$ cat src/design/lzo_pkg.sv
// Shared types and constants of the LZO1X stream decompressor.
// No dependencies; used by the front, queue, back and top level.
`timescale 1ns / 1ps
package lzo_pkg;

   localparam int LEN_W    = 12;
   localparam int DIST_W   = 16;
   localparam int CNT_W    = 25;
   localparam int STAT_W   = 3;
   localparam int QUEUE_DEPTH = 4;

   localparam logic [CNT_W-1:0] CAP_RESET = 25'd16777216;
   localparam logic [LEN_W-1:0] LEN_SAT   = 12'd4095;
   localparam logic [DIST_W-1:0] END_DIST = 16'h4000;

   localparam logic [STAT_W-1:0] ST_OK       = 3'd0;
   localparam logic [STAT_W-1:0] ST_BAD_INSN = 3'd1;
   localparam logic [STAT_W-1:0] ST_BAD_DIST = 3'd2;
   localparam logic [STAT_W-1:0] ST_LONG     = 3'd3;
   localparam logic [STAT_W-1:0] ST_DONE     = 3'd4;

   // One command per accepted compressed byte.
   typedef struct packed {
      logic              lit;
      logic [7:0]        data;
      logic [LEN_W-1:0]  len;
      logic [DIST_W-1:0] distance;
      logic [STAT_W-1:0] status;
      logic [CNT_W-1:0]  total;
   } cmd_type;

endpackage

$ cat src/design/lzo_cmdq.sv
// Short command queue between the parser and the copy engine.
// Depends on lzo_pkg.
`timescale 1ns / 1ps
module lzo_cmdq
   import lzo_pkg::*;
(
   input  logic    clock,
   input  logic    reset,
   input  logic    push,
   input  cmd_type push_cmd,
   output logic    full,
   input  logic    pop,
   output logic    empty,
   output cmd_type head
);

   localparam int PW = $clog2(QUEUE_DEPTH);

   cmd_type         slot_ff [QUEUE_DEPTH];
   logic [PW-1:0]   wp_ff, rp_ff;
   logic [PW:0]     cnt_ff;

   assign full  = (cnt_ff == (PW+1)'(QUEUE_DEPTH));
   assign empty = (cnt_ff == '0);
   assign head  = slot_ff[rp_ff];

   always_ff @(posedge clock) begin
      if (push) slot_ff[wp_ff] <= push_cmd;
   end

   always_ff @(posedge clock) begin
      if (reset) begin
         wp_ff  <= '0;
         rp_ff  <= '0;
         cnt_ff <= '0;
      end else begin
         if (push) wp_ff <= wp_ff + PW'(1);
         if (pop)  rp_ff <= rp_ff + PW'(1);
         cnt_ff <= cnt_ff + (PW+1)'(push) - (PW+1)'(pop);
      end
   end

endmodule

$ cat config.mk
export PLATFORM = sky130hd
export DESIGN_NAME = lzo_cmdq
export DESIGN_NICKNAME = d
export VERILOG_FILES = /design/src/design/lzo_pkg.sv /design/src/design/lzo_cmdq.sv
export SDC_FILE = /design/constraint.sdc
export NUM_CORES = 1
export LEC_CHECK = 0
export ABC_AREA = 1
export BUFFER_PORTS_ARGS = -buffer_cell sky130_fd_sc_hd__buf_2
export CAP_MARGIN = 5
export CORE_ASPECT_RATIO = 0.9
export CORE_MARGIN = 4
export CORE_UTILIZATION = 58
export DETAILED_ROUTE_END_ITERATION = 8
export GPL_TIMING_DRIVEN = 1
export PLACE_DENSITY = 0.8
export SYNTH_ARGS = -nofsm -noshare
export SYNTH_HDL_FRONTEND = slang
export SYNTH_SLANG_ARGS = --single-unit
$ cat constraint.sdc
create_clock -name clock -period 2.55 [get_ports clock]
set_input_delay 0.255 -clock clock [delete_from_list [all_inputs] [get_ports clock]]
set_output_delay 0.255 -clock clock [all_outputs]
set_load 0.01 [all_outputs]
==> metrics.txt <==
switching power total=2.25 mW; most frequent cells in the layout=260 x edfxtp_1, 143 x inv_1, 138 x nand2_1; Worst Reg-to-Reg Cells=9; P per Cell Area=740 nW/um^2; CTS Root Cell=clkbuf_16; DIE WIDTH=154 um; VDD IR max=0.615 mV; setup bufs post-CTS=0; headroom to the max-slew limit=56.3%; core footprint=18600 um^2; Routed wire per std cell=16.2 um; Mapped Cells=815; Switching Fraction=22.6%; RD Place Congestion=0.714; hold endpoint=wp_ff[0]; Net Count, Synth=891; Clock Path Buffers=3; # H-tree levels=1; sequential cell area=8000 um^2; DRC viols=0; Final nets=1096; Detailed Place HPWL=11700 um; Worst setup SP type=flop; vias per inst=5.15; Final Setup Violations=0; area occupied by multi-input gates=2190 um^2; top cell type by total area after synthesis=edfxtp_1; Clk pwr share=37.8%; Total GRT Usage=19.3%; largest cells by area after synthesis=edfxtp_1 70%, o211ai_2 7.3%, inv_1 5.0%; GRT overflow=0; first-pass GRT wire length=33500 um; Site Rows=47; RSZ-0062 raised after global routing=no; register area share after synthesis=72.1%; Mean Syn Cell Area=13.6 um^2; antenna-violating nets left=0; IO Count=136; Final Hold Viols=0; starting density of the core=59.7%; combinational power share=10.6%; top cell type's share of synthesized area=70.4%; skew final=6.29 ps; Mapped Area=11100 um^2; run status=finished, final reports clean; Max Slew Vio Count=0; Die H=139 um; Pre-Repair DR Iteration Count=5; Worst Path Required=2300 ps; Crit Reg-Reg Startpoint=cnt_ff[0]; sequential share of power=51.6%; clock insertion delay at the later pin of the skew report=510 ps; r2r setup slk=940 ps; initial antenna violation count=0; Yosys warnings=0; # diodes=0; DR vias=6611; register bit total from synthesis=269; setup tns final=0 ps; max cap viols=0; overall power=9.94 mW; number of global-route vias before repair=6620; Fillers=1243; Area growth, synth to finish=21.1%; worst slew pin tran=655 ps; commonest non-fill, non-tap cell in the layout=edfxtp_1; Crit Path Category=flop to primary output; hold path startpoint=push; final period utilization=87.6%; Setup WS pre-CTS=852 ps; fmax=447 MHz; Port Buffer Count=135; CTS tree=built; crit path capture type=primary output; TritonCTS buffer count=27; distinct cell type count after synthesis=21; P_int=7.69 mW; HP Class=input port to flop; initial drt markers=424; Critical Path Fanout Max=60; total wire length=20700 um; share of cells above drive strength 1=25.8%; final worst slack=315 ps; clk slew on worst S/H paths=60 ps; P_leak=5.26 nW; Tmin final=2230 ps; worst path arrival time=1980 ps; Hold Crit Depth=3; FF-to-FF End=cnt_ff[2]; largest net degree at the start of global routing=67; die area=21400 um^2; clock sink count=269
==> metrics by stage <==
step	utilization [%]	hold WS, ps	cells	area [um^2]
after floorplan	-	326	815	11100
after global placement	64.1	449	1169	11900
after detailed placement	64.1	449	1169	11900
after CTS	72.3	86.3	1284	13400
after global routing	72.3	146	1284	13400
final	72.3	101	1284	13400
==> synth_stat cells <==
cell      instances
a21oi_1          61
a21oi_2          10
buf_12            1
buf_2            14
buf_4             9
buf_6            15
buf_8             1
clkbuf_1          2
clkbuf_4          1
dfxtp_1           9
edfxtp_1        260
fa_1              1
ha_1              6
inv_1           147
nand2_1         138
nand3_1           1
nor2_1            4
nor3_1            1
o211ai_2         65
o21ai_0          54
o21ai_1          15
==> sequential cells by signal (all words and copies together) (netlist names), named ones only <==
signal / cells
rp_ff: 2
wp_ff: 2
cnt_ff: 3
slot_ff: 260
==> per-layer routing <==
metal	vias up	track usage [%]	wire length (um)
met4	0	4.41	427
met5	-	0	0
li1	3236	-	-
met3	35	3.15	1170
met1	3151	25.4	8750
met2	189	34.0	10400
==> what timing repair did <==
action / 4_1_cts / 5_1_grt
hold buffers: 67 / 0
setup endpoints to repair: 0 / 0
endpoints found under the hold margin: 264 / 0
resized for setup: 0 / 0
==> cells by family after synthesis <==
logic type / count (synthesis) / synth area share (%)
compound gates: 205 / 14.0
fa+ha+maj: 7 / 0.858
flops: 269 / 72.1
buf+inv: 190 / 8.19
simple gates: 144 / 4.90
==> worst max-delay path, cell delays in order, from the launching register on <==
cell and delay, ps:
dfxtp_4 620, buf_12 310, a21oi_1 100, o21ai_0 90, nand2_1 130, buf_2 170
==> final cells by class <==
class                   instances  area share [%]
well taps                     245            2.28
clock buffers                  31            5.14
multi-input cells             356            16.3
inverters                     147            4.13
flip-flops and latches        269            59.5
repair buffers                219            11.4
clock inverters                17            1.16
==> power by group through the flow <==
stage / sequential, mW / combinational [mW] / clock (mW)
5_1_grt: 5.14 / 1.18 / 4.03
4_1_cts: 5.12 / 1.06 / 3.83
6_report: 5.12 / 1.05 / 3.76
3_5_place_dp: 5.22 / 0.974 / 0
2_1_floorplan: 5.20 / 0.634 / 0
3_3_place_gp: 5.21 / 0.951 / 0
==> worst max-delay path by stage <==
| stage | depth (start not counted) | to | slack [ps] |
|---|---|---|---|
| after CTS | 5 | head[12] | 300 |
| after floorplan | 4 | slot_ff[2][0] | 280 |
| final | 5 | head[30] | 320 |
| after global placement | 5 | head[15] | 870 |
| after global routing | 5 | head[30] | 160 |
| after detailed placement | 5 | head[15] | 850 |
No activity file was read; power rests on OpenSTA's default activity.
