$ cat src/design/lzo_pkg.sv
// Shared types and constants of the LZO1X stream decompressor.
// No dependencies; used by the front, queue, back and top level.
`timescale 1ns / 1ps
package lzo_pkg;

   localparam int LEN_W    = 12;
   localparam int DIST_W   = 16;
   localparam int CNT_W    = 25;
   localparam int STAT_W   = 3;
   localparam int QUEUE_DEPTH = 4;

   localparam logic [CNT_W-1:0] CAP_RESET = 25'd16777216;
   localparam logic [LEN_W-1:0] LEN_SAT   = 12'd4095;
   localparam logic [DIST_W-1:0] END_DIST = 16'h4000;

   localparam logic [STAT_W-1:0] ST_OK       = 3'd0;
   localparam logic [STAT_W-1:0] ST_BAD_INSN = 3'd1;
   localparam logic [STAT_W-1:0] ST_BAD_DIST = 3'd2;
   localparam logic [STAT_W-1:0] ST_LONG     = 3'd3;
   localparam logic [STAT_W-1:0] ST_DONE     = 3'd4;

   // One command per accepted compressed byte.
   typedef struct packed {
      logic              lit;
      logic [7:0]        data;
      logic [LEN_W-1:0]  len;
      logic [DIST_W-1:0] distance;
      logic [STAT_W-1:0] status;
      logic [CNT_W-1:0]  total;
   } cmd_type;

endpackage

$ cat src/design/lzo_front.sv
// Parser of the decompressor: accepts compressed bytes, decodes instructions
// and issues one copy command per byte. Depends on lzo_pkg.
`timescale 1ns / 1ps
module lzo_front
   import lzo_pkg::*;
#(
   parameter int MAX_MATCH = 512
) (
   input  logic             clock,
   input  logic             reset,
   input  logic             csr_wr_en,
   input  logic [CNT_W-1:0] csr_wr_data,
   input  logic             in_valid,
   input  logic [7:0]       in_byte,
   input  logic             in_last,
   output logic             in_ready,
   input  logic             q_full,
   output logic             q_push,
   output cmd_type          q_cmd
);

   localparam logic [2:0] PH_FIRST   = 3'd0;
   localparam logic [2:0] PH_INSTR   = 3'd1;
   localparam logic [2:0] PH_EXT     = 3'd2;
   localparam logic [2:0] PH_M2      = 3'd3;
   localparam logic [2:0] PH_FOLLOW1 = 3'd4;
   localparam logic [2:0] PH_FOLLOW2 = 3'd5;
   localparam logic [2:0] PH_LITS    = 3'd6;
   localparam logic [2:0] PH_DONE    = 3'd7;

   logic [2:0]        phase_ff, phase_in;
   logic [LEN_W-1:0]  plen_ff, plen_in;
   logic [DIST_W-1:0] mdist_ff, mdist_in;
   logic [2:0]        lstate_ff, lstate_in;
   logic [LEN_W-1:0]  lleft_ff, lleft_in;
   logic [7:0]        lowb_ff, lowb_in;
   logic [CNT_W-1:0]  wc_ff, wc_in;
   logic [CNT_W-1:0]  cap_ff;

   logic [CNT_W-1:0]  room;
   logic              take;
   logic              instr;
   logic              m_go, m_m4;
   logic [LEN_W-1:0]  m_len, m_clamp;
   logic [DIST_W-1:0] m_dist;
   logic [1:0]        m_st;
   logic [4:0]        low;
   logic [DIST_W-1:0] base;
   logic              low_go;
   logic [LEN_W:0]    ext_sum;
   logic [4:0]        mask;
   logic              ext_lit;
   logic [15:0]       follow;

   assign in_ready = !q_full;
   assign take     = in_valid && !q_full;
   assign q_push   = take;
   assign room     = (cap_ff > wc_ff) ? cap_ff - wc_ff : '0;

   always_comb begin
      phase_in  = phase_ff;
      plen_in   = plen_ff;
      mdist_in  = mdist_ff;
      lstate_in = lstate_ff;
      lleft_in  = lleft_ff;
      lowb_in   = lowb_ff;
      wc_in     = wc_ff;
      q_cmd     = '0;
      instr     = 1'b0;
      m_go      = 1'b0;
      m_m4      = 1'b0;
      m_len     = plen_ff;
      m_dist    = '0;
      m_st      = '0;
      m_clamp   = '0;
      low       = '0;
      base      = '0;
      low_go    = 1'b0;
      ext_sum   = '0;
      ext_lit   = (mdist_ff == '0);
      mask      = ext_lit ? 5'd15 : ((mdist_ff >= END_DIST) ? 5'd7 : 5'd31);
      follow    = {in_byte, lowb_ff};

      unique case (phase_ff)
         PH_FIRST: begin
            if (in_byte > 8'd17) begin
               lleft_in  = {4'd0, in_byte - 8'd17};
               lstate_in = 3'd4;
               phase_in  = PH_LITS;
            end else begin
               instr = 1'b1;
            end
         end
         PH_INSTR: instr = 1'b1;
         PH_EXT: begin
            if (in_byte == 8'd0) begin
               ext_sum = {1'b0, plen_ff} + (LEN_W+1)'(255);
               plen_in = (ext_sum > {1'b0, LEN_SAT}) ? LEN_SAT : ext_sum[LEN_W-1:0];
            end else begin
               ext_sum = {1'b0, plen_ff} + (LEN_W+1)'(in_byte) + (LEN_W+1)'(mask)
                         + (ext_lit ? (LEN_W+1)'(3) : (LEN_W+1)'(2));
               if (ext_lit) begin
                  lleft_in  = (ext_sum > {1'b0, LEN_SAT}) ? LEN_SAT : ext_sum[LEN_W-1:0];
                  lstate_in = 3'd4;
                  phase_in  = PH_LITS;
               end else begin
                  plen_in  = (ext_sum > {1'b0, LEN_SAT}) ? LEN_SAT : ext_sum[LEN_W-1:0];
                  phase_in = PH_FOLLOW1;
               end
            end
         end
         PH_M2: begin
            m_go   = 1'b1;
            m_dist = mdist_ff + {5'd0, in_byte, 3'd0};
            m_st   = lstate_ff[1:0];
         end
         PH_FOLLOW1: begin
            lowb_in  = in_byte;
            phase_in = PH_FOLLOW2;
         end
         PH_FOLLOW2: begin
            m_go   = 1'b1;
            m_dist = mdist_ff + {2'd0, follow[15:2]};
            m_st   = follow[1:0];
            m_m4   = (mdist_ff >= END_DIST);
         end
         PH_LITS: begin
            if (room != '0) begin
               q_cmd.lit  = 1'b1;
               q_cmd.data = in_byte;
               q_cmd.len  = LEN_W'(1);
               wc_in      = wc_ff + CNT_W'(1);
            end
            if (lleft_ff != '0) lleft_in = lleft_ff - LEN_W'(1);
            if (lleft_in == '0) phase_in = PH_INSTR;
         end
         PH_DONE: ;
         default: ;
      endcase

      if (instr) begin
         if (in_byte >= 8'd64) begin
            plen_in   = LEN_W'(in_byte[7:5]) + LEN_W'(1);
            mdist_in  = DIST_W'(in_byte[4:2]) + DIST_W'(1);
            lstate_in = {1'b0, in_byte[1:0]};
            phase_in  = PH_M2;
         end else if (in_byte >= 8'd32) begin
            low    = in_byte[4:0];
            base   = DIST_W'(1);
            low_go = 1'b1;
         end else if (in_byte >= 8'd16) begin
            low    = {2'd0, in_byte[2:0]};
            base   = END_DIST + {1'b0, in_byte[3], 14'd0};
            low_go = 1'b1;
         end else if (lstate_ff == '0) begin
            mdist_in = '0;
            if (in_byte != 8'd0) begin
               lleft_in  = LEN_W'(in_byte) + LEN_W'(3);
               lstate_in = 3'd4;
               phase_in  = PH_LITS;
            end else begin
               plen_in  = '0;
               phase_in = PH_EXT;
            end
         end else begin
            phase_in  = PH_DONE;
            lstate_in = ST_BAD_INSN;
         end
      end

      if (low_go) begin
         mdist_in = base;
         if (low != '0) begin
            plen_in  = LEN_W'(low) + LEN_W'(2);
            phase_in = PH_FOLLOW1;
         end else begin
            plen_in  = '0;
            phase_in = PH_EXT;
         end
      end

      if (m_go) begin
         if (m_m4 && m_dist == END_DIST) begin
            phase_in  = PH_DONE;
            lstate_in = ST_DONE;
         end else if (m_len > LEN_W'(MAX_MATCH)) begin
            phase_in  = PH_DONE;
            lstate_in = ST_LONG;
         end else if (CNT_W'(m_dist) > wc_ff) begin
            phase_in  = PH_DONE;
            lstate_in = ST_BAD_DIST;
         end else begin
            m_clamp        = (CNT_W'(m_len) < room) ? m_len : room[LEN_W-1:0];
            q_cmd.len      = m_clamp;
            q_cmd.distance = m_dist;
            wc_in          = wc_ff + CNT_W'(m_clamp);
            lstate_in      = {1'b0, m_st};
            if (m_st != 2'd0) begin
               lleft_in = LEN_W'(m_st);
               phase_in = PH_LITS;
            end else begin
               phase_in = PH_INSTR;
            end
         end
      end

      if (phase_ff != PH_DONE && in_last && phase_in != PH_DONE) begin
         phase_in  = PH_DONE;
         lstate_in = ST_DONE;
      end

      q_cmd.status = (phase_in == PH_DONE) ? lstate_in : ST_OK;
      q_cmd.total  = wc_in;
   end

   always_ff @(posedge clock) begin
      if (reset) begin
         phase_ff  <= PH_FIRST;
         plen_ff   <= '0;
         mdist_ff  <= '0;
         lstate_ff <= '0;
         lleft_ff  <= '0;
         lowb_ff   <= '0;
         wc_ff     <= '0;
         cap_ff    <= CAP_RESET;
      end else begin
         if (csr_wr_en) cap_ff <= csr_wr_data;
         if (take) begin
            phase_ff  <= phase_in;
            plen_ff   <= plen_in;
            mdist_ff  <= mdist_in;
            lstate_ff <= lstate_in;
            lleft_ff  <= lleft_in;
            lowb_ff   <= lowb_in;
            wc_ff     <= wc_in;
         end
      end
   end

endmodule

$ cat config.mk
export PLATFORM = sky130hd
export DESIGN_NAME = lzo_front
export DESIGN_NICKNAME = d
export VERILOG_FILES = /design/src/design/lzo_pkg.sv /design/src/design/lzo_front.sv
export SDC_FILE = /design/constraint.sdc
export NUM_CORES = 1
export LEC_CHECK = 0
export BUFFER_PORTS_ARGS = -buffer_cell sky130_fd_sc_hd__buf_2
export CELL_PAD_IN_SITES_DETAIL_PLACEMENT = 0
export CELL_PAD_IN_SITES_GLOBAL_PLACEMENT = 1
export CORE_MARGIN = 8
export CORE_UTILIZATION = 41
export DETAILED_ROUTE_END_ITERATION = 7
export GPL_TIMING_DRIVEN = 0
export PLACE_DENSITY = 0.79
export SLEW_MARGIN = 10
export SYNTH_ARGS = -nofsm -noshare
export SYNTH_HDL_FRONTEND = slang
export SYNTH_SLANG_ARGS = --single-unit
$ cat constraint.sdc
create_clock -name clock -period 11.17 [get_ports clock]
set_input_delay 3.351 -clock clock [delete_from_list [all_inputs] [get_ports clock]]
set_output_delay 3.351 -clock clock [all_outputs]
set_load 0.02 [all_outputs]
==> impl_metrics.sql <==
INSERT INTO impl_metrics (metric_group, metric, value, unit) VALUES
('cts', 'cts_num_sinks', '94', ''),
('place', 'detailed_place.area', '12200', 'um^2'),
('critical_path', 'critPathLaunchType', 'input pin', ''),
('cts', 'clock_tree.htree_level_count', '3', ''),
('floorplanning', 'num_io_pins', '106', ''),
('floorplanning', 'floorplan.initialDensity', '41.7', '%'),
('place', 'placement.io_buffers', '104', ''),
('synth', 'synthesis.area_per_instance', '7.21', 'um^2'),
('timing', 'final_hold_fails', '0', ''),
('synth', 'yosys.cell_count.top_type', 'sky130_fd_sc_hd__nor2_1', ''),
('drt', 'post_drt_wl_per_cell', '21.9', 'um'),
('drt', 'number_of_nets_with_antenna_violations_after_detailed_routing', '0', ''),
('cts', 'skew_pair_late_insertion_delay', '370', 'ps'),
('synth', 'yosys_register_bits', '94', ''),
('critical_path', 'worst_path_fanout_max', '10', ''),
('grt', 'grt_pass1_wl', '68.3', 'mm'),
('pwr', 'power_leakage', '5.74', 'nW'),
('cts', 'clkSlewWorstSetupHoldPaths', '80', 'ps'),
('timing', 'maxSlewViolCount', '0', ''),
('floorplanning', 'die_w', '182', 'um'),
('synth', 'netlist-cell-type-count', '82', ''),
('pwr', 'irDropWorstVdd', '0.0000586', 'V'),
('critical_path', 'critPathRequiredTime', '7820', 'ps'),
('cts', 'clk_root_buffer_cell', 'sky130_fd_sc_hd__clkbuf_16', ''),
('min_path', 'min-delay-path-class', 'flip-flop to flip-flop', ''),
('drt', 'via_count', '12562', ''),
('cts', 'cts_tree', 'done', ''),
('timing', 'final_period_minus_worst_setup_slack', '11040', 'ps'),
('cells_and_area', 'fin_util', '49.1', '%'),
('grt', 'antenna_found_initial', '0', ''),
('floorplanning', 'num_rows', '60', ''),
('status', 'outcome', 'finished, final reports clean', ''),
('synth', 'netlist.area_leader.share', '16.7', '%'),
('cells_and_area', 'final_design_area_no_fill', '13200', 'um^2'),
('place', 'hpwl', '34.8', 'mm'),
('synth', 'postSynth.topFlopCell', 'sky130_fd_sc_hd__dfxtp_1', ''),
('critical_path', 'cp_data_arrival_time', '7690', 'ps'),
('synth', 'synth_edf_count', '0', ''),
('cells_and_area', 'flow.area_growth_from_synthesis', '17.8', '%'),
('cells_and_area', 'fin_nets', '1859', ''),
('grt', 'vias_in_the_first_global_route', '11934', ''),
('synth', 'ys_warn_count', '0', ''),
('job', 'cap_viol_max_count', '0', ''),
('cts', 'ctsLongestPathBuffers', '2', ''),
('floorplanning', 'fp.dieArea', '33000', 'um^2'),
('grt', 'grt_max_degree', '18', ''),
('drt', 'detail_route.drc_violations', '0', ''),
('timing', 'final-setup-viol-count', '0', ''),
('drt', 'total_detailed_routing_wirelength', '44.9', 'mm'),
('synth', 'netlist_top_cells_area', 'sky130_fd_sc_hd__dfxtp_1, sky130_fd_sc_hd__ha_1, sky130_fd_sc_hd__nor2_1', ''),
('place', 'place_ws', '-1490', 'ps'),
('pwr', 'power_density', '88.0', 'nW/um^2'),
('drt', 'drtIter0Drc', '1250', ''),
('grt', 'globalRouteOverflowTotal', '0', ''),
('synth', 'synth_top_area_cell', 'sky130_fd_sc_hd__dfxtp_1', ''),
('timing', 'setup_skew', '12.6', 'ps'),
('timing', 'fin_worst_setup_slack', '127', 'ps'),
('drt', 'routed_via_density', '6.12', ''),
('timing', 'max_fclk', '90.6', 'MHz'),
('synth', 'ys_async_sr_fraction', '0', '%'),
('critical_path', 'critical_path_type', 'input pin to output port', ''),
('cells_and_area', 'share_of_layout_cells_above_drive_strength_1', '17.1', '%'),
('cts', 'cts_inserted_buffers', '9', ''),
('synth', 'synth_nets', '1711', ''),
('timing', 'period_share', '98.9', '%'),
('synth', 'syn_area', '11200', 'um^2'),
('place', 'gp_congestion', '0.953', ''),
('synth', 'synth_cells', '1558', ''),
('floorplanning', 'die_height', '182', 'um'),
('synth', 'synth-seq-area-share', '16.7', '%'),
('grt', 'globalRouteTotalUtil', '26.0', '%'),
('timing', 'worstMarginPinSlew', '920', 'ps'),
('cells_and_area', 'antenna_cells', '0', ''),
('drt', 'first_pass_iters', '6', ''),
('critical_path', 'worstSetupEndpointType', 'output port', ''),
('timing', 'maxSlewHeadroom', '38.2', '%'),
('floorplanning', 'area_inside_the_core_boundary', '27000', 'um^2'),
('synth', 'list_of_most_frequent_post_synthesis_cells', 'sky130_fd_sc_hd__nor2_1, sky130_fd_sc_hd__nand2_1, sky130_fd_sc_hd__a21oi_1', '');
## sequential cells by signal (all words and copies together), names as in the netlist
| signal | cells |
|---|---|
| lstate_ff | 3 |
| wc_ff | 25 |
| lowb_ff | 8 |
| mdist_ff | 6 |
| cap_ff | 25 |
| lleft_ff | 12 |
| phase_ff | 3 |
| m_len | 12 |
## path summary, 6_finish.rpt
path	startpoint	end	slack (ps)	cells after the start
worst max-delay path	in_byte[1]	q_cmd[6]	130	19
worst min-delay path	wc_ff[17]	wc_ff[17]	490	2
worst max register to register	wc_ff[10]	wc_ff[15]	3750	41
worst min register to register	wc_ff[17]	wc_ff[17]	490	2
## per-stage QoR
stage	power, mW	TNS [ps]	hold WS (ps)	std cells
4_1_cts	1.14	0	491	2029
3_3_place_gp	0.767	-27330	460	2003
6_report	1.16	0	489	2052
5_1_grt	1.22	-266	509	2052
2_1_floorplan	0.654	0	441	1558
3_5_place_dp	0.770	-27130	480	2003
## cells in the final DEF, fill, tap and decap left out, types with 9 or more instances in the layout
cell / count
sky130_fd_sc_hd__a21oi_1: 102
sky130_fd_sc_hd__and3_1: 15
sky130_fd_sc_hd__a211oi_1: 18
sky130_fd_sc_hd__ha_1: 97
sky130_fd_sc_hd__nor2b_1: 16
sky130_fd_sc_hd__clkbuf_16: 10
sky130_fd_sc_hd__nor3_1: 46
sky130_fd_sc_hd__clkbuf_1: 48
sky130_fd_sc_hd__o31ai_1: 14
sky130_fd_sc_hd__a21o_1: 37
sky130_fd_sc_hd__buf_2: 115
sky130_fd_sc_hd__o21bai_1: 9
sky130_fd_sc_hd__dfxtp_1: 82
sky130_fd_sc_hd__nand2_1: 117
sky130_fd_sc_hd__nand2b_1: 13
sky130_fd_sc_hd__or4_1: 16
sky130_fd_sc_hd__mux2i_1: 42
sky130_fd_sc_hd__o211ai_1: 19
sky130_fd_sc_hd__and2_1: 41
sky130_fd_sc_hd__xnor2_1: 61
sky130_fd_sc_hd__nor2_1: 163
sky130_fd_sc_hd__nand3_1: 52
sky130_fd_sc_hd__a31oi_1: 24
sky130_fd_sc_hd__o22ai_1: 9
sky130_fd_sc_hd__xor2_1: 22
sky130_fd_sc_hd__o21a_1: 15
sky130_fd_sc_hd__nand4_1: 27
sky130_fd_sc_hd__mux2_2: 9
sky130_fd_sc_hd__nor4_1: 20
sky130_fd_sc_hd__o21ai_0: 84
sky130_fd_sc_hd__or3_1: 21
sky130_fd_sc_hd__buf_4: 47
sky130_fd_sc_hd__inv_1: 76
## per-layer routing
metal	GRT usage [%]	part of all wire, %	vias to the layer above
met2	39.6	43	556
met4	10.3	3.2	0
met1	35.5	45	5945
met5	0	0	-
met3	4.83	8.7	91
li1	-	-	5970
## cells by family after synthesis
kind of cell	share of synthesized area [%]
and+or+nand+nor	26.6
DFF	16.7
xor gates and xnor gates	6.47
adders and majority gates	13.1
AOI/OAI and AO/OA	25.5
buffers and inverters	6.59
muxes	5.02
## area by class of cell
| type | count | area (um^2) |
|---|---|---|
| fill | 2742 | 13700 |
| tap | 341 | 427 |
| clock buffer | 9 | 225 |
| multi-input combinational | 1279 | 8930 |
| timing repair buffer | 139 | 811 |
| buffer | 95 | 492 |
| sequential | 94 | 1910 |
| inverter | 88 | 343 |
| clock inverter | 7 | 104 |
## report_power, final
group	leakage (nW)	switching [mW]	internal (mW)
combinational	4.80	0.276	0.165
sequential	0.773	0.0114	0.344
clock	0.160	0.167	0.201
total	5.74	0.454	0.710
## worst max-delay path, stage by stage
cell                        delay (ps)
sky130_fd_sc_hd__buf_2             200
sky130_fd_sc_hd__clkbuf_4          270
sky130_fd_sc_hd__and4_1            310
sky130_fd_sc_hd__nand3_1           120
sky130_fd_sc_hd__xor2_1            160
sky130_fd_sc_hd__o211ai_1          450
sky130_fd_sc_hd__ha_1              340
sky130_fd_sc_hd__nand2_1           100
sky130_fd_sc_hd__nor2_1             50
sky130_fd_sc_hd__nand4_1            80
sky130_fd_sc_hd__o2111ai_1         100
sky130_fd_sc_hd__a21oi_1           280
sky130_fd_sc_hd__and2b_2           320
sky130_fd_sc_hd__and3_1            250
sky130_fd_sc_hd__clkbuf_4          240
sky130_fd_sc_hd__clkbuf_4          220
sky130_fd_sc_hd__clkbuf_2          220
sky130_fd_sc_hd__o21ai_0           380
sky130_fd_sc_hd__buf_2             240
## what timing repair did
action                     in CTS  in global routing
pin swaps                       6                 23
resized for setup              57                 94
hold buffers                    0                  0
setup endpoints to repair      46                 45
setup buffers                  11                 23
gates cloned                    0                  1
No activity file was read; power rests on OpenSTA's default activity.
